### src/rtl/core/crout_lu_decomposition_assert.svh
// Assertion macros for the Crout LU decomposition block.
// Depends on nothing; the including module supplies clk and arst_n.
// Define NO_ASSERTIONS to compile the checks away.
`ifndef CROUT_LU_DECOMPOSITION_ASSERT_SVH
`define CROUT_LU_DECOMPOSITION_ASSERT_SVH
`ifndef NO_ASSERTIONS
`define CLU_ASSERT_SAME(lbl, ante, cons) \
	lbl: assert property (@(posedge clk) disable iff (!arst_n) (ante) |-> (cons)) \
	else $error("crout_lu_decomposition: check failed");
`define CLU_ASSERT_NEXT(lbl, ante, cons) \
	lbl: assert property (@(posedge clk) disable iff (!arst_n) (ante) |=> (cons)) \
	else $error("crout_lu_decomposition: check failed");
`else
`define CLU_ASSERT_SAME(lbl, ante, cons)
`define CLU_ASSERT_NEXT(lbl, ante, cons)
`endif
`endif

### src/rtl/core/clu_pkg.sv
// Shared types, codes and saturation helpers of the Crout LU decomposition block.
// Depends on nothing; used by the divider, controller, datapath and top level.
package clu_pkg;

	localparam int DEF_MAX_ORDER = 16;
	localparam int WORD_W = 32;
	localparam int FRAC_W = 16;
	localparam int DIV_STEPS = WORD_W + FRAC_W;
	localparam logic [WORD_W-1:0] Q_ONE = 32'h0001_0000;

	typedef enum logic [1:0] {
		OP_WRITE  = 2'd0,
		OP_FACTOR = 2'd1,
		OP_READ   = 2'd2,
		OP_NONE   = 2'd3
	} op_e_t;

	typedef enum logic [1:0] {
		ST_OK         = 2'd0,
		ST_ZERO_PIVOT = 2'd1,
		ST_SATURATED  = 2'd2
	} status_e_t;

	typedef enum logic [1:0] {
		WR_ZERO = 2'd0,
		WR_ONE  = 2'd1,
		WR_ACC  = 2'd2
	} wr_sel_t;

	typedef enum logic [3:0] {
		S_IDLE,
		S_ELEM,
		S_A_LOAD,
		S_TERM,
		S_T_MUL,
		S_T_USE,
		S_DIV_WAIT,
		S_RESP
	} state_t;

	typedef struct packed {
		logic    a_wr;
		logic    user_rd;
		logic    a_rd;
		logic    t_rd;
		logic    mul;
		logic    acc_load_a;
		logic    acc_sub_prod;
		logic    div_start;
		logic    div_src_prod;
		logic    acc_load_q;
		logic    acc_sub_q;
		logic    el_wr;
		wr_sel_t el_wr_sel;
		logic    set_piv;
		logic    clr_flags;
		logic    load_out;
		logic    phase_u;
	} cmd_t;

	typedef struct packed {
		logic div_done;
		logic piv_zero;
	} dp_status_t;

	typedef struct packed {
		logic              sat;
		logic [WORD_W-1:0] val;
	} sat_word_t;

	// Clamp a wide signed value to the Q15.16 word range.
	function automatic sat_word_t sat_wide(input logic signed [63:0] v);
		sat_word_t r;
		if (v > 64'sd2147483647) begin
			r.sat = 1'b1;
			r.val = 32'h7FFF_FFFF;
		end else if (v < -64'sd2147483648) begin
			r.sat = 1'b1;
			r.val = 32'h8000_0000;
		end else begin
			r.sat = 1'b0;
			r.val = v[WORD_W-1:0];
		end
		return r;
	endfunction

	function automatic sat_word_t sub_sat(input logic signed [WORD_W-1:0] a,
			input logic signed [WORD_W-1:0] b);
		logic signed [WORD_W:0] d;
		d = {a[WORD_W-1], a} - {b[WORD_W-1], b};
		return sat_wide(64'(d));
	endfunction

endpackage

### src/rtl/core/clu_ctrl.sv
// Controller state machine of the Crout LU decomposition block: handshakes,
// column/row/term counters and datapath commands. Depends on clu_pkg.
module clu_ctrl #(
	parameter int CW = 5
) (
	input  logic                clk,
	input  logic                arst_n,
	input  logic                in_valid,
	input  logic [1:0]          in_op,
	output logic                in_ready,
	output logic                out_valid,
	input  logic                out_ready,
	input  logic [CW-1:0]       n,
	input  clu_pkg::dp_status_t st,
	output clu_pkg::cmd_t       cmd,
	output logic [1:0]          op,
	output logic [CW-1:0]       i_ix,
	output logic [CW-1:0]       j_ix,
	output logic [CW-1:0]       k_ix
);
	import clu_pkg::*;

	state_t        state_q, state_d;
	logic [1:0]    op_q;
	logic [CW-1:0] i_q, j_q, k_q;
	logic          phase_u_q;
	logic          div_term_q;
	logic          out_valid_q;
	logic          accept;
	logic          j_last, i_last, last_elem;
	logic          elem_fixed;
	logic          term_end;
	logic          advance;
	logic          can_load;

	assign accept    = in_valid && (state_q == S_IDLE);
	assign j_last    = (j_q + CW'(1)) == n;
	assign i_last    = (i_q + CW'(1)) == n;
	assign last_elem = j_last && phase_u_q && i_last;
	// Elements whose value is fixed without arithmetic.
	assign elem_fixed = (j_q < i_q) || (phase_u_q && (j_q == i_q))
		|| (phase_u_q && (j_q > i_q) && st.piv_zero);
	assign term_end  = (k_q == i_q);
	assign advance   = ((state_q == S_ELEM) && elem_fixed) || ((state_q == S_TERM) && term_end);
	assign can_load  = !out_valid_q || out_ready;

	always_comb begin
		state_d = state_q;
		case (state_q)
			S_IDLE: begin
				if (accept) begin
					state_d = (in_op == OP_FACTOR) ? S_ELEM : S_RESP;
				end
			end
			S_ELEM: begin
				if (elem_fixed) begin
					state_d = last_elem ? S_RESP : S_ELEM;
				end else begin
					state_d = S_A_LOAD;
				end
			end
			S_A_LOAD: state_d = phase_u_q ? S_DIV_WAIT : S_TERM;
			S_TERM: begin
				if (term_end) begin
					state_d = last_elem ? S_RESP : S_ELEM;
				end else begin
					state_d = S_T_MUL;
				end
			end
			S_T_MUL: state_d = S_T_USE;
			S_T_USE: state_d = phase_u_q ? S_DIV_WAIT : S_TERM;
			S_DIV_WAIT: begin
				if (st.div_done) begin
					state_d = S_TERM;
				end
			end
			S_RESP: begin
				if (can_load) begin
					state_d = S_IDLE;
				end
			end
			default: state_d = S_IDLE;
		endcase
	end

	always_comb begin
		cmd = '0;
		cmd.el_wr_sel = WR_ZERO;
		cmd.phase_u = phase_u_q;
		case (state_q)
			S_IDLE: begin
				if (accept) begin
					cmd.a_wr      = (in_op == OP_WRITE);
					cmd.user_rd   = (in_op == OP_READ);
					cmd.clr_flags = (in_op == OP_FACTOR);
				end
			end
			S_ELEM: begin
				if (elem_fixed) begin
					cmd.el_wr     = 1'b1;
					cmd.el_wr_sel = (phase_u_q && (j_q == i_q)) ? WR_ONE : WR_ZERO;
				end else begin
					cmd.a_rd = 1'b1;
				end
			end
			S_A_LOAD: begin
				cmd.div_start  = phase_u_q;
				cmd.acc_load_a = !phase_u_q;
			end
			S_TERM: begin
				if (term_end) begin
					cmd.el_wr     = 1'b1;
					cmd.el_wr_sel = WR_ACC;
					cmd.set_piv   = !phase_u_q && (j_q == i_q);
				end else begin
					cmd.t_rd = 1'b1;
				end
			end
			S_T_MUL: cmd.mul = 1'b1;
			S_T_USE: begin
				cmd.div_start    = phase_u_q;
				cmd.div_src_prod = phase_u_q;
				cmd.acc_sub_prod = !phase_u_q;
			end
			S_DIV_WAIT: begin
				cmd.acc_sub_q  = st.div_done && div_term_q;
				cmd.acc_load_q = st.div_done && !div_term_q;
			end
			S_RESP: cmd.load_out = can_load;
			default: cmd.phase_u = phase_u_q;
		endcase
	end

	always_ff @(posedge clk or negedge arst_n) begin
		if (!arst_n) begin
			state_q     <= S_IDLE;
			op_q        <= OP_NONE;
			i_q         <= '0;
			j_q         <= '0;
			k_q         <= '0;
			phase_u_q   <= 1'b0;
			div_term_q  <= 1'b0;
			out_valid_q <= 1'b0;
		end else begin
			state_q <= state_d;
			if (accept) begin
				op_q      <= in_op;
				i_q       <= '0;
				j_q       <= '0;
				k_q       <= '0;
				phase_u_q <= 1'b0;
			end
			if (advance) begin
				k_q <= '0;
				if (j_last) begin
					j_q <= '0;
					if (!phase_u_q) begin
						phase_u_q <= 1'b1;
					end else begin
						phase_u_q <= 1'b0;
						i_q       <= i_q + CW'(1);
					end
				end else begin
					j_q <= j_q + CW'(1);
				end
			end
			if ((state_q == S_T_USE) && !phase_u_q) begin
				k_q <= k_q + CW'(1);
			end
			if ((state_q == S_DIV_WAIT) && st.div_done && div_term_q) begin
				k_q <= k_q + CW'(1);
			end
			if (state_q == S_A_LOAD) begin
				div_term_q <= 1'b0;
			end else if (state_q == S_T_USE) begin
				div_term_q <= 1'b1;
			end
			if (cmd.load_out) begin
				out_valid_q <= 1'b1;
			end else if (out_ready) begin
				out_valid_q <= 1'b0;
			end
		end
	end

	assign in_ready  = (state_q == S_IDLE);
	assign out_valid = out_valid_q;
	assign op        = op_q;
	assign i_ix      = i_q;
	assign j_ix      = j_q;
	assign k_ix      = k_q;

endmodule

### config.mk
export PLATFORM = sky130hd
export DESIGN_NAME = clu_ctrl
export DESIGN_NICKNAME = d
export VERILOG_FILES = /design/src/rtl/core/crout_lu_decomposition_assert.svh /design/src/rtl/core/clu_pkg.sv /design/src/rtl/core/clu_ctrl.sv
export SDC_FILE = /design/constraint.sdc
export NUM_CORES = 1
export LEC_CHECK = 0
export ABC_CLOCK_PERIOD_IN_PS = 2900
export BUFFER_PORTS_ARGS = -buffer_cell sky130_fd_sc_hd__clkbuf_2
export CAP_MARGIN = 15
export CORE_UTILIZATION = 52
export DETAILED_ROUTE_END_ITERATION = 6
export HOLD_SLACK_MARGIN = 0.05
export PLACE_DENSITY = 0.79
export SYNTH_ARGS = -nofsm -noshare
export SYNTH_HDL_FRONTEND = slang
export SYNTH_SLANG_ARGS = --single-unit
### constraint.sdc
create_clock -name clk -period 2.9 [get_ports clk]
set_input_delay 0.29 -clock clk [delete_from_list [all_inputs] [get_ports clk]]
set_output_delay 0.29 -clock clk [all_outputs]
set_load 0.01 [all_outputs]
==> flow_metrics.env, run 1 <==
export IMPL_outcome="complete, no violations"
export IMPL_yosys_warnings=0
export IMPL_synth_area_leader="sky130_fd_sc_hd__dfrtp_1"
export IMPL_comb_power_share_pct=59.6
export IMPL_avgViaCountPerCell=5.38
export IMPL_cellLeakagePower_nw=1.02
export IMPL_synth_edff_count=0
export IMPL_worst_r2r_setup_slack_ns=0.33
export IMPL_detail_route_first_pass_iterations=4
export IMPL_maximum_number_of_pins_on_one_net_before_global_route_repair=24
export IMPL_synthArstFlopShare_pct=100
export IMPL_core_rowCount=21
export IMPL_detailroute_via_count=1610
export IMPL_timing_hold_worst_endpoint="out_valid"
export IMPL_power_per_cell_area_nw_per_um2=888
export IMPL_fill_cells=303
export IMPL_tritoncts_clock_tree="done"
export IMPL_clkLatencyLatePin_ns=0.32
export IMPL_grt_setup_unrepaired="no"
export IMPL_hpwlAfterDp_mm=3.35
export IMPL_cts_made_buffers=3
export IMPL_final_min_period_over_clock_period_pct=91.1
export IMPL_max_cap_violations=0
export IMPL_startpoint_type="register"
export IMPL_multi_input_area_um2=1140
export IMPL_hold_depth=3
export IMPL_synth_net_count=226
export IMPL_peakVddDrop_uv=531
export IMPL_post_cts_buffers=0
export IMPL_reg2reg_depth=8
export IMPL_switching_power_mw=0.902
export IMPL_critPathCaptureType="output pin"
export IMPL_h_tree_depth=1
export IMPL_critical_path_peak_fanout=8
export IMPL_grt_first_pass_wirelength_mm=6.80
export IMPL_reg2reg_to="i_ix[4]"
export IMPL_num_nets_final=275
export IMPL_crit_arrival_ns=2.35
export IMPL_residual_antenna_violating_net_count_after_detailed_routing=0
export IMPL_wl_per_cell_um=14.2
export IMPL_worst_slew_margin_rel_pct=55.4
export IMPL_first_iter_violations=68
export IMPL_grt_total_ovfl=0
export IMPL_finalHoldWorstSlack_ns=0.261
export IMPL_grtUsageTotal_pct=25.0
export IMPL_post_route_cells_drive_above_1_share_pct=28.5
export IMPL_synth_top_cell_area_share_pct=29.1
export IMPL_cts_root_to_sink_buffers=2
export IMPL_routed_wl_mm=4.25
export IMPL_antennaDiodeCount=0
export IMPL_cts_num_sinks=23
export IMPL_layout_min_cycle_time_ns=2.64
export IMPL_antenna_found_initial=0
export IMPL_yosys_top_cells_area="sky130_fd_sc_hd__dfrtp_1, sky130_fd_sc_hd__xnor2_1, sky130_fd_sc_hd__ha_1, sky130_fd_sc_hd__xor2_1, sky130_fd_sc_hd__a21oi_1"
export IMPL_crit_required_ns=2.61
export IMPL_yosysSeqAreaShare_pct=32.0
export IMPL_clk_pin_slew_worst_paths_ns=0.15
export IMPL_holdCritStartpoint="out_ready"
export IMPL_timing_setup_critical_path_class="reg -> out"
export IMPL_initial_utilization_pct=54.1
export IMPL_setup_viol=0
export IMPL_clock_fmax_ghz=0.378
export IMPL_pwr_share_clk_pct=8.4
export IMPL_ys_flop_type="sky130_fd_sc_hd__dfrtp_1"
export IMPL_internal_power_mw=0.973
export IMPL_class_of_the_worst_hold_path="in -> reg"
export IMPL_cts_root_buffer="sky130_fd_sc_hd__clkbuf_4"
export IMPL_syn_area_per_cell_um2=8.81
export IMPL_buffer_ports_inserted=49
export IMPL_core_um2=3340
export IMPL_crit_reg2reg_launch="i_ix[3]"
export IMPL_boundaryPins=50
export IMPL_setup_total_negative_slack_ns=0
export IMPL_unique_masters_post_synth=48
export IMPL_setup_skew_ns=0.0149
export IMPL_die_area_um2=3710
export IMPL_floorplan_die_width_um=60.9
export IMPL_netlist_area_um2=1810
export IMPL_area_growth_pct=17.0
export IMPL_die_h_um=60.9
export IMPL_syn_instance_count=205
export IMPL_ff_latch_area_um2=578
export IMPL_report_final_hold_viol_count=0
export IMPL_gp_routability_congestion=0.885
export IMPL_timing_worst_slew_pin_value_ns=0.660
export IMPL_switching_fraction_pct=48.1
export IMPL_number_of_max_slew_violations_in_the_final_report=0
export IMPL_seq_power_share_pct=32.0
export IMPL_drc_markers=0
export IMPL_synth_seq_cells=23
export IMPL_first_global_vias=1422
-- cells by family after synthesis --
family	share of synthesized area [%]
buffers and inverters	4.92
XOR/XNOR	11.6
adder cells (fa/ha/maj)	5.54
flip-flops	32.0
multiplexers	4.57
AO/OA/AOI/OAI	16.4
AND/OR/NAND/NOR	24.9
-- cells in the final DEF, fill, tap and decap left out, types with 2 or more instances in the layout --
| master | netlist | routed |
|---|---|---|
| sky130_fd_sc_hd__a21oi_1 | 14 | 14 |
| sky130_fd_sc_hd__mux2_2 | 2 | 2 |
| sky130_fd_sc_hd__o21a_1 | 2 | 2 |
| sky130_fd_sc_hd__and4_1 | 2 | 2 |
| sky130_fd_sc_hd__nand3_1 | 11 | 11 |
| sky130_fd_sc_hd__nor2b_1 | 6 | 6 |
| sky130_fd_sc_hd__a211oi_1 | 2 | 2 |
| sky130_fd_sc_hd__clkbuf_2 | 0 | 49 |
| sky130_fd_sc_hd__xnor2_1 | 15 | 15 |
| sky130_fd_sc_hd__mux2_4 | 2 | 2 |
| sky130_fd_sc_hd__and2_2 | 2 | 2 |
| sky130_fd_sc_hd__inv_1 | 11 | 11 |
| sky130_fd_sc_hd__o2111ai_1 | 2 | 2 |
| sky130_fd_sc_hd__nand2b_1 | 5 | 5 |
| sky130_fd_sc_hd__a31oi_1 | 2 | 2 |
| sky130_fd_sc_hd__mux2i_1 | 3 | 3 |
| sky130_fd_sc_hd__dfrtp_1 | 21 | 21 |
| sky130_fd_sc_hd__nand2_1 | 18 | 18 |
| sky130_fd_sc_hd__ha_1 | 8 | 8 |
| sky130_fd_sc_hd__dfstp_2 | 2 | 2 |
| sky130_fd_sc_hd__a22o_1 | 3 | 3 |
| sky130_fd_sc_hd__nor2_1 | 13 | 13 |
| sky130_fd_sc_hd__and2_1 | 2 | 2 |
| sky130_fd_sc_hd__nor3b_1 | 3 | 3 |
| sky130_fd_sc_hd__o21ai_0 | 7 | 7 |
| sky130_fd_sc_hd__clkbuf_4 | 0 | 3 |
| sky130_fd_sc_hd__nor3_1 | 9 | 9 |
| sky130_fd_sc_hd__a21o_2 | 2 | 2 |
| sky130_fd_sc_hd__and3_1 | 3 | 3 |
| sky130_fd_sc_hd__o22ai_1 | 2 | 2 |
| sky130_fd_sc_hd__xor2_1 | 9 | 9 |
-- through the flow --
stage,power [mW],cells,util (%),area (um2),setup WS (ns)
2_1_floorplan,1.40,205,-,1810,0.400
3_3_place_gp,1.69,294,62.1,2070,0.402
3_5_place_dp,1.72,294,62.1,2070,0.330
4_1_cts,1.88,299,63.3,2110,0.254
5_1_grt,2.06,299,63.3,2110,0.137
6_report,1.88,299,63.3,2110,0.257
-- worst max path at each step --
stage                 start      end  slack (ns)
detailed placement  i_ix[3]  i_ix[4]        0.33
global placement    i_ix[2]  i_ix[1]        0.40
global route        i_ix[3]   cmd[6]        0.14
floorplan           i_ix[2]  i_ix[1]        0.40
CTS                 i_ix[3]   cmd[6]        0.25
finish              i_ix[3]   cmd[6]        0.26
-- per-layer routing --
| layer | wire length [um] | vias up | global-route usage (%) | share of wire, % |
|---|---|---|---|---|
| met1 | 1950 | 741 | 34.9 | 46 |
| met2 | 2060 | 41 | 41.0 | 49 |
| li1 | - | 822 | - | - |
| met4 | 46 | 0 | 7.14 | 1.1 |
| met5 | 0 | - | 0 | 0 |
| met3 | 187 | 6 | 2.99 | 4.4 |
-- synth_stat cells, types with 2 or more instances --
library cell,instances
sky130_fd_sc_hd__and2_1,2
sky130_fd_sc_hd__and4_1,2
sky130_fd_sc_hd__mux2_2,2
sky130_fd_sc_hd__nand2_1,18
sky130_fd_sc_hd__and3_1,3
sky130_fd_sc_hd__a22o_1,3
sky130_fd_sc_hd__clkbuf_1,2
sky130_fd_sc_hd__nor3_1,9
sky130_fd_sc_hd__a31oi_1,2
sky130_fd_sc_hd__ha_1,8
sky130_fd_sc_hd__nor2b_1,6
sky130_fd_sc_hd__a21o_2,2
sky130_fd_sc_hd__nand3_1,11
sky130_fd_sc_hd__nor3b_1,3
sky130_fd_sc_hd__a21oi_1,14
sky130_fd_sc_hd__and2_2,2
sky130_fd_sc_hd__inv_1,11
sky130_fd_sc_hd__o22ai_1,2
sky130_fd_sc_hd__buf_4,2
sky130_fd_sc_hd__dfrtp_1,21
sky130_fd_sc_hd__xnor2_1,15
sky130_fd_sc_hd__o21ai_0,7
sky130_fd_sc_hd__o2111ai_1,2
sky130_fd_sc_hd__o21a_1,2
sky130_fd_sc_hd__xor2_1,9
sky130_fd_sc_hd__mux2i_1,3
sky130_fd_sc_hd__mux2_4,2
sky130_fd_sc_hd__nor2_1,13
sky130_fd_sc_hd__a211oi_1,2
sky130_fd_sc_hd__nand2b_1,5
sky130_fd_sc_hd__dfstp_2,2
sky130_fd_sc_hd__buf_2,2
-- power by group through the flow --
stage	registers, mW	logic (mW)	clock network, mW
2_1_floorplan	0.547	0.851	0
3_3_place_gp	0.601	1.09	0
3_5_place_dp	0.603	1.12	0
4_1_cts	0.595	1.12	0.161
5_1_grt	0.625	1.25	0.179
6_report	0.599	1.12	0.158
-- area by class of cell --
cell class / instances / share of cell area, %
Multi-Input combinational cell: 163 / 53.9
Sequential cell: 23 / 27.4
Timing Repair Buffer: 51 / 12.4
Tap cell: 46 / 2.73
Inverter: 12 / 2.13
Clock buffer: 3 / 1.07
Clock inverter: 1 / 0.355
-- sequential cells by signal, summed over array words and instances (netlist names) --
register    count
i_ix            5
j_ix            5
k_ix            5
phase_u_q       1
op              2
state_q         3
out_valid       1
div_term_q      1
-- timing repair --
| action | CTS | global route |
|---|---|---|
| hold buffers | 1 | 0 |
| endpoints found under the hold margin | 21 | 0 |
| resized for setup | 0 | 0 |
| endpoints found under the setup margin | 0 | 0 |
-- critical path: stages (launching register included) --
cell and delay [ns]:
sky130_fd_sc_hd__dfrtp_1 0.49, sky130_fd_sc_hd__inv_1 0.12, sky130_fd_sc_hd__ha_1 0.33, sky130_fd_sc_hd__nand3_2 0.11
sky130_fd_sc_hd__o21bai_1 0.17, sky130_fd_sc_hd__a221o_2 0.42, sky130_fd_sc_hd__a21o_4 0.26, sky130_fd_sc_hd__clkbuf_2 0.14
No activity file was read; power rests on OpenSTA's default activity.
==> run 2: changes to the inputs <==
==> config.mk (replaced) <==
export PLATFORM = sky130hd
export DESIGN_NAME = clu_ctrl
export DESIGN_NICKNAME = d
export VERILOG_FILES = /design/src/rtl/core/crout_lu_decomposition_assert.svh /design/src/rtl/core/clu_pkg.sv /design/src/rtl/core/clu_ctrl.sv
export SDC_FILE = /design/constraint.sdc
export NUM_CORES = 1
export LEC_CHECK = 0
export ABC_CLOCK_PERIOD_IN_PS = 3200
export CAP_MARGIN = 15
export CORE_UTILIZATION = 59
export DETAILED_ROUTE_END_ITERATION = 6
export DONT_BUFFER_PORTS = 1
export HOLD_SLACK_MARGIN = 0.05
export PLACE_DENSITY = 0.75
export SYNTH_ARGS = -nofsm -noshare
export SYNTH_HDL_FRONTEND = slang
export SYNTH_SLANG_ARGS = --single-unit
==> constraint.sdc (replaced) <==
create_clock -name clk -period 3.2 [get_ports clk]
set_input_delay 0.32 -clock clk [delete_from_list [all_inputs] [get_ports clk]]
set_output_delay 0.32 -clock clk [all_outputs]
set_load 0.01 [all_outputs]
==> flow_metrics.env, run 2 (synthesis gave the netlist of run 1 again) <==
export IMPL_outcome="finished, violations left"
export IMPL_violations_in_the_final_reports="design-rule violations"
export IMPL_tritoncts_clock_tree="done"
export IMPL_fill_cells=259
export IMPL_hpwlAfterDp_mm=3.21
export IMPL_peakVddDrop_uv=495
export IMPL_reg2reg_to="i_ix[4]"
export IMPL_cts_root_buffer="sky130_fd_sc_hd__clkbuf_4"
export IMPL_buffer_ports_inserted=0
export IMPL_cp_num_buf_inv=1
export IMPL_critical_path_cell_chain="inv_1 > ha_1 > nand3_2 > o21bai_1 > a221o_2 > a21o_4 > and3_1 > mux2_4"
export IMPL_area_growth_pct=2.98
export IMPL_routed_wl_mm=4.21
export IMPL_report_final_hold_viol_count=0
export IMPL_timing_worst_slew_pin_value_ns=0.702
export IMPL_critPathCaptureType="register"
export IMPL_layout_min_cycle_time_ns=2.75
export IMPL_final_instance_area_um2=1860
export IMPL_floorplan_die_width_um=57.3
export IMPL_timing_setup_critical_path_class="reg -> reg"
export IMPL_grt_setup_unrepaired="no"
export IMPL_worst_setup_sp="i_ix[2]"
export IMPL_boundaryPins=50
export IMPL_wl_per_cell_um=17.8
export IMPL_antenna_found_initial=0
export IMPL_power_per_cell_area_nw_per_um2=854
export IMPL_worst_slew_margin_rel_pct=52.9
export IMPL_cpLargestDelayFamily="compound AO/OA/AOI/OAI gates"
export IMPL_first_iter_violations=83
export IMPL_holdCritStartpoint="in_op[0]"
export IMPL_finalHoldWorstSlack_ns=0.150
export IMPL_timing_critical_path_depth=8
export IMPL_crit_path_top_delay_cell="sky130_fd_sc_hd__dfrtp_1"
export IMPL_num_nets_final=227
export IMPL_reg2reg_depth=8
export IMPL_grtUsageTotal_pct=27.3
export IMPL_antennaDiodeCount=0
export IMPL_crit_required_ns=3.42
export IMPL_grt_total_ovfl=0
export IMPL_drc_markers=4
export IMPL_gp_routability_congestion=0.866
export IMPL_class_of_the_worst_hold_path="in -> reg"
export IMPL_max_cap_violations=0
export IMPL_setup_skew_ns=0.00994
export IMPL_core_rowCount=19
export IMPL_clkLatencyLatePin_ns=0.32
export IMPL_crit_arrival_ns=2.97
export IMPL_critical_path_peak_fanout=8
export IMPL_number_of_max_slew_violations_in_the_final_report=0
export IMPL_crit_path_max_incr_delay_ns=0.57
export IMPL_core_um2=2830
export IMPL_post_route_cells_drive_above_1_share_pct=11.2
export IMPL_detailroute_via_count=1514
export IMPL_mostFrequentLayoutCells="sky130_fd_sc_hd__dfrtp_1, sky130_fd_sc_hd__nand2_1, sky130_fd_sc_hd__xnor2_1"
export IMPL_cts_root_to_sink_buffers=2
export IMPL_setup_total_negative_slack_ns=0
export IMPL_die_h_um=57.3
export IMPL_clock_fmax_ghz=0.364
export IMPL_crit_reg2reg_launch="i_ix[2]"
export IMPL_setup_viol=0
export IMPL_clk_pin_slew_worst_paths_ns=0.13
export IMPL_startpoint_type="register"
export IMPL_mostFrequentLayoutCell="sky130_fd_sc_hd__dfrtp_1"
export IMPL_cellLeakagePower_nw=0.809
export IMPL_final_min_period_over_clock_period_pct=85.9
export IMPL_cp_endpoint="i_ix[4]"
export IMPL_residual_antenna_violating_net_count_after_detailed_routing=0
export IMPL_placedInstanceArea_um2=1810
export IMPL_initial_utilization_pct=63.8
export IMPL_detail_route_first_pass_iterations=6
export IMPL_ctsResizeCount=0
export IMPL_grt_first_pass_wirelength_mm=6.88
export IMPL_avgViaCountPerCell=6.42
export IMPL_worst_r2r_setup_slack_ns=0.45
export IMPL_cts_num_sinks=23
export IMPL_post_layout_total_power_mw=1.59
export IMPL_die_area_um2=3290
export IMPL_first_global_vias=1477
export IMPL_maximum_number_of_pins_on_one_net_before_global_route_repair=24
export IMPL_h_tree_depth=1
export IMPL_cts_made_buffers=3
[run 2: changes by cell type in the layout (fill, tap and decap cells not counted)]
cell,change
sky130_fd_sc_hd__buf_8,+1
sky130_fd_sc_hd__clkbuf_1,+1
sky130_fd_sc_hd__clkbuf_2,-49
sky130_fd_sc_hd__clkinvlp_4,-1
[run 2: stage by stage]
step	instances	util [%]	setup WS, ns
floorplan	205	-	0.700
global placement	230	63.9	0.622
detailed placement	230	63.9	0.493
CTS	235	65.2	0.481
global route	236	65.7	0.309
finish	236	65.7	0.452
[run 2: worst min path at each step]
stage                      end  slack [ns]  cells after the start
floorplan           div_term_q        0.02                      0
global placement       i_ix[0]        0.02                      0
detailed placement     i_ix[0]        0.02                      0
CTS                      op[0]        0.14                      1
global route             op[0]        0.14                      1
finish                   op[0]        0.15                      1
[run 2: layer usage]
metal  GRT usage (%)  vias up  wire length (um)
met5               0        -                 0
met4            11.8        0                89
li1                -      723                 -
met3            5.67       11               288
met2            43.9       55              2030
met1            35.8      725              1800
[run 2: cell type report]
class,count,area [um2],share of cell area (%)
multi-input cells,163,1140,61.2
flip-flops and latches,23,578,31.1
inverters,12,45.0,2.42
well taps,31,38.8,2.09
repair buffers,3,32.5,1.75
clock buffers,4,26.3,1.41
[run 2: power breakdown]
group	switching, mW	total (mW)	internal, mW
clock	0.0885	0.137	0.0487
combinational	0.498	0.869	0.371
sequential	0.195	0.582	0.387
[run 2: worst register-to-register path, cell delays in order (launching register included)]
cell	delay, ns
sky130_fd_sc_hd__dfrtp_1	0.57
sky130_fd_sc_hd__inv_1	0.16
sky130_fd_sc_hd__ha_1	0.32
sky130_fd_sc_hd__nand3_2	0.11
sky130_fd_sc_hd__o21bai_1	0.19
sky130_fd_sc_hd__a221o_2	0.44
sky130_fd_sc_hd__a21o_4	0.28
sky130_fd_sc_hd__and3_1	0.26
sky130_fd_sc_hd__mux2_4	0.32
[run 2: what timing repair did]
| action | 4_1_cts | 5_1_grt |
|---|---|---|
| hold buffers | 1 | 0 |
| endpoints found under the setup margin | 0 | 0 |
| hold endpoints to repair | 23 | 0 |
| setup buffers | 0 | 0 |
==> run 3: changes to the inputs <==
--- a/config.mk
+++ b/config.mk
@@ -5,8 +5,10 @@
 export SDC_FILE = /design/constraint.sdc
 export NUM_CORES = 1
 export LEC_CHECK = 0
+export ABC_AREA = 1
 export ABC_CLOCK_PERIOD_IN_PS = 3200
 export CAP_MARGIN = 15
+export CORE_MARGIN = 2
 export CORE_UTILIZATION = 59
 export DETAILED_ROUTE_END_ITERATION = 6
 export DONT_BUFFER_PORTS = 1
==> flow_metrics.env, run 3 <==
export IMPL_yosysSeqAreaShare_pct=29.2
export IMPL_crit_path_max_incr_delay_ns=0.45
export IMPL_layout_min_cycle_time_ns=2.50
export IMPL_post_cts_buffers=0
export IMPL_timing_worst_slew_pin_value_ns=0.522
export IMPL_grt_setup_unrepaired="no"
export IMPL_detail_route_first_pass_iterations=4
export IMPL_die_h_um=61.9
export IMPL_first_iter_violations=131
export IMPL_report_final_hold_viol_count=0
export IMPL_clk_pin_slew_worst_paths_ns=0.14
export IMPL_setup_total_negative_slack_ns=0
export IMPL_detailroute_via_count=1890
export IMPL_synthArstFlopShare_pct=100
export IMPL_instances_no_fill=349
export IMPL_syn_area_per_cell_um2=6.52
export IMPL_max_cap_violations=0
export IMPL_placedInstanceArea_um2=1980
export IMPL_outcome="complete, no violations"
export IMPL_buffer_ports_inserted=0
export IMPL_boundaryPins=50
export IMPL_cts_stage_hold_buffer_count=2
export IMPL_grt_first_pass_wirelength_mm=7.89
export IMPL_antenna_found_initial=0
export IMPL_initial_utilization_pct=60.2
export IMPL_synth_net_count=324
export IMPL_hpwlAfterDp_mm=3.69
export IMPL_ctsResizeCount=0
export IMPL_cts_root_buffer="sky130_fd_sc_hd__clkbuf_4"
export IMPL_finalHoldWorstSlack_ns=0.0956
export IMPL_cts_num_sinks=23
export IMPL_cts_root_to_sink_buffers=2
export IMPL_yosys_top_cells_area="sky130_fd_sc_hd__dfrtp_1, sky130_fd_sc_hd__nand2_1, sky130_fd_sc_hd__inv_1, sky130_fd_sc_hd__nand3_1, sky130_fd_sc_hd__ha_1"
export IMPL_die_area_um2=3830
export IMPL_mostFrequentLayoutCell="sky130_fd_sc_hd__nand2_1"
export IMPL_residual_antenna_violating_net_count_after_detailed_routing=0
export IMPL_crit_path_top_delay_cell="sky130_fd_sc_hd__dfrtp_1"
export IMPL_startpoint_type="register"
export IMPL_gp_routability_congestion=0.936
export IMPL_crit_required_ns=2.88
export IMPL_maximum_number_of_pins_on_one_net_before_global_route_repair=24
export IMPL_post_route_cells_drive_above_1_share_pct=9.90
export IMPL_synth_edff_count=0
export IMPL_timing_setup_critical_path_class="reg -> out"
export IMPL_drc_markers=0
export IMPL_h_tree_depth=1
export IMPL_power_per_cell_area_nw_per_um2=768
export IMPL_cp_num_buf_inv=2
export IMPL_class_of_the_worst_hold_path="in -> reg"
export IMPL_area_growth_pct=2.97
export IMPL_ys_flop_type="sky130_fd_sc_hd__dfrtp_1"
export IMPL_final_min_period_over_clock_period_pct=78.1
export IMPL_synth_seq_cells=23
export IMPL_netlist_area_um2=1980
export IMPL_setup_viol=0
export IMPL_clock_fmax_ghz=0.400
export IMPL_wl_per_cell_um=13.7
export IMPL_floorplan_die_width_um=61.9
export IMPL_synth_top_cells_by_count="sky130_fd_sc_hd__nand2_1, sky130_fd_sc_hd__inv_1, sky130_fd_sc_hd__nand3_1"
export IMPL_avgViaCountPerCell=5.42
export IMPL_yosys_warnings=0
export IMPL_critical_path_cell_chain="nor2_1 > inv_1 > nor2_1 > nand2_1 > inv_1 > nand2_1 > nor2_1"
export IMPL_grtUsageTotal_pct=27.8
export IMPL_core_um2=3280
export IMPL_synth_top_cell_area_share_pct=26.6
export IMPL_first_global_vias=1779
export IMPL_clkLatencyLatePin_ns=0.33
export IMPL_cpLargestDelayFamily="simple AND/OR/NAND/NOR gates"
export IMPL_tritoncts_clock_tree="done"
export IMPL_post_synth_top_count_cell="sky130_fd_sc_hd__nand2_1"
export IMPL_peakVddDrop_uv=586
export IMPL_setup_skew_ns=0.00553
export IMPL_unique_masters_post_synth=31
export IMPL_synth_area_leader="sky130_fd_sc_hd__dfrtp_1"
export IMPL_syn_instance_count=303
export IMPL_critPathCaptureType="output pin"
export IMPL_worst_slew_margin_rel_pct=65.1
export IMPL_critical_path_peak_fanout=17
export IMPL_crit_arrival_ns=2.18
export IMPL_num_nets_final=325
export IMPL_critPathMostFrequentCell="sky130_fd_sc_hd__nor2_1"
export IMPL_routed_wl_mm=4.80
export IMPL_core_rowCount=21
export IMPL_final_core_util_pct=62.0
export IMPL_cts_made_buffers=3
export IMPL_number_of_max_slew_violations_in_the_final_report=0
export IMPL_cellLeakagePower_nw=1.05
export IMPL_post_place_cells=343
export IMPL_grt_total_ovfl=0
export IMPL_final_instance_area_um2=2040
export IMPL_antennaDiodeCount=0
export IMPL_mostFrequentLayoutCells="sky130_fd_sc_hd__nand2_1, sky130_fd_sc_hd__inv_1, sky130_fd_sc_hd__nand3_1"
## run 3: cell types whose count changed in the layout (fill, tap and decap cells not counted), moves of 8 or more
cell	delta
sky130_fd_sc_hd__xnor2_1	-13
sky130_fd_sc_hd__nand3_1	+15
sky130_fd_sc_hd__nand2_1	+87
sky130_fd_sc_hd__o21ai_0	+8
sky130_fd_sc_hd__a21oi_1	-13
sky130_fd_sc_hd__nor2_1	+12
sky130_fd_sc_hd__inv_1	+33
## run 3: layout make-up
cell class,count,area (um2)
flip-flops and latches,23,578
fillers,326,1250
well taps,46,57.6
clock buffers,4,26.3
repair buffers,2,30.0
inverters,49,189
multi-input cells,225,1150
## run 3: routing by layer
metal	up-vias	part of all wire (%)	track usage, %
li1	950	-	-
met5	-	0	0
met2	71	47	47.5
met3	7	6.3	5.59
met4	0	1.5	8.21
met1	862	45	35.4
## run 3: cell families after synthesis
logic type,share of synthesized area (%)
adders and majority gates,5.06
AOI/OAI and AO/OA,8.67
and+or+nand+nor,42.0
buffers and inverters,12.3
xor gates and xnor gates,2.66
DFF,29.2
## run 3: where the power goes
part	internal, mW	leakage, nW	switching, mW	total [mW]
sequential	0.380	0.303	0.142	0.522
combinational	0.277	0.728	0.618	0.896
clock	0.0489	0.0150	0.0964	0.145
## run 3: path summary, 6_finish.rpt
check | cells after the start | from | slack [ns] | end
setup / recovery | 7 | state_q[1] | 0.70 | cmd[16]
hold / removal | 2 | in_op[1] | 0.1 | op[1]
setup reg to reg | 13 | i_ix[4] | 0.94 | k_ix[2]
hold reg to reg | 2 | op[1] | 0.50 | op[1]
max in group asynchronous | 2 | arst_n | 2.57 | op[0]
min in group asynchronous | 2 | arst_n | 0.40 | j_ix[1]
## run 3: worst register-to-register path: cells and delay by family (launching register included)
kind,cells,cell delay [ns]
simple gates,10,1.05
flops,1,0.55
fa+ha+maj,1,0.32
compound gates,1,0.18
buf+inv,1,0.11
## run 3: per-stage QoR
stage          power [mW]  worst slack, ns
2_1_floorplan        1.28             1.28
3_3_place_gp         1.39             1.05
3_5_place_dp         1.41            0.963
4_1_cts              1.57            0.700
5_1_grt              1.72            0.463
6_report             1.56            0.700
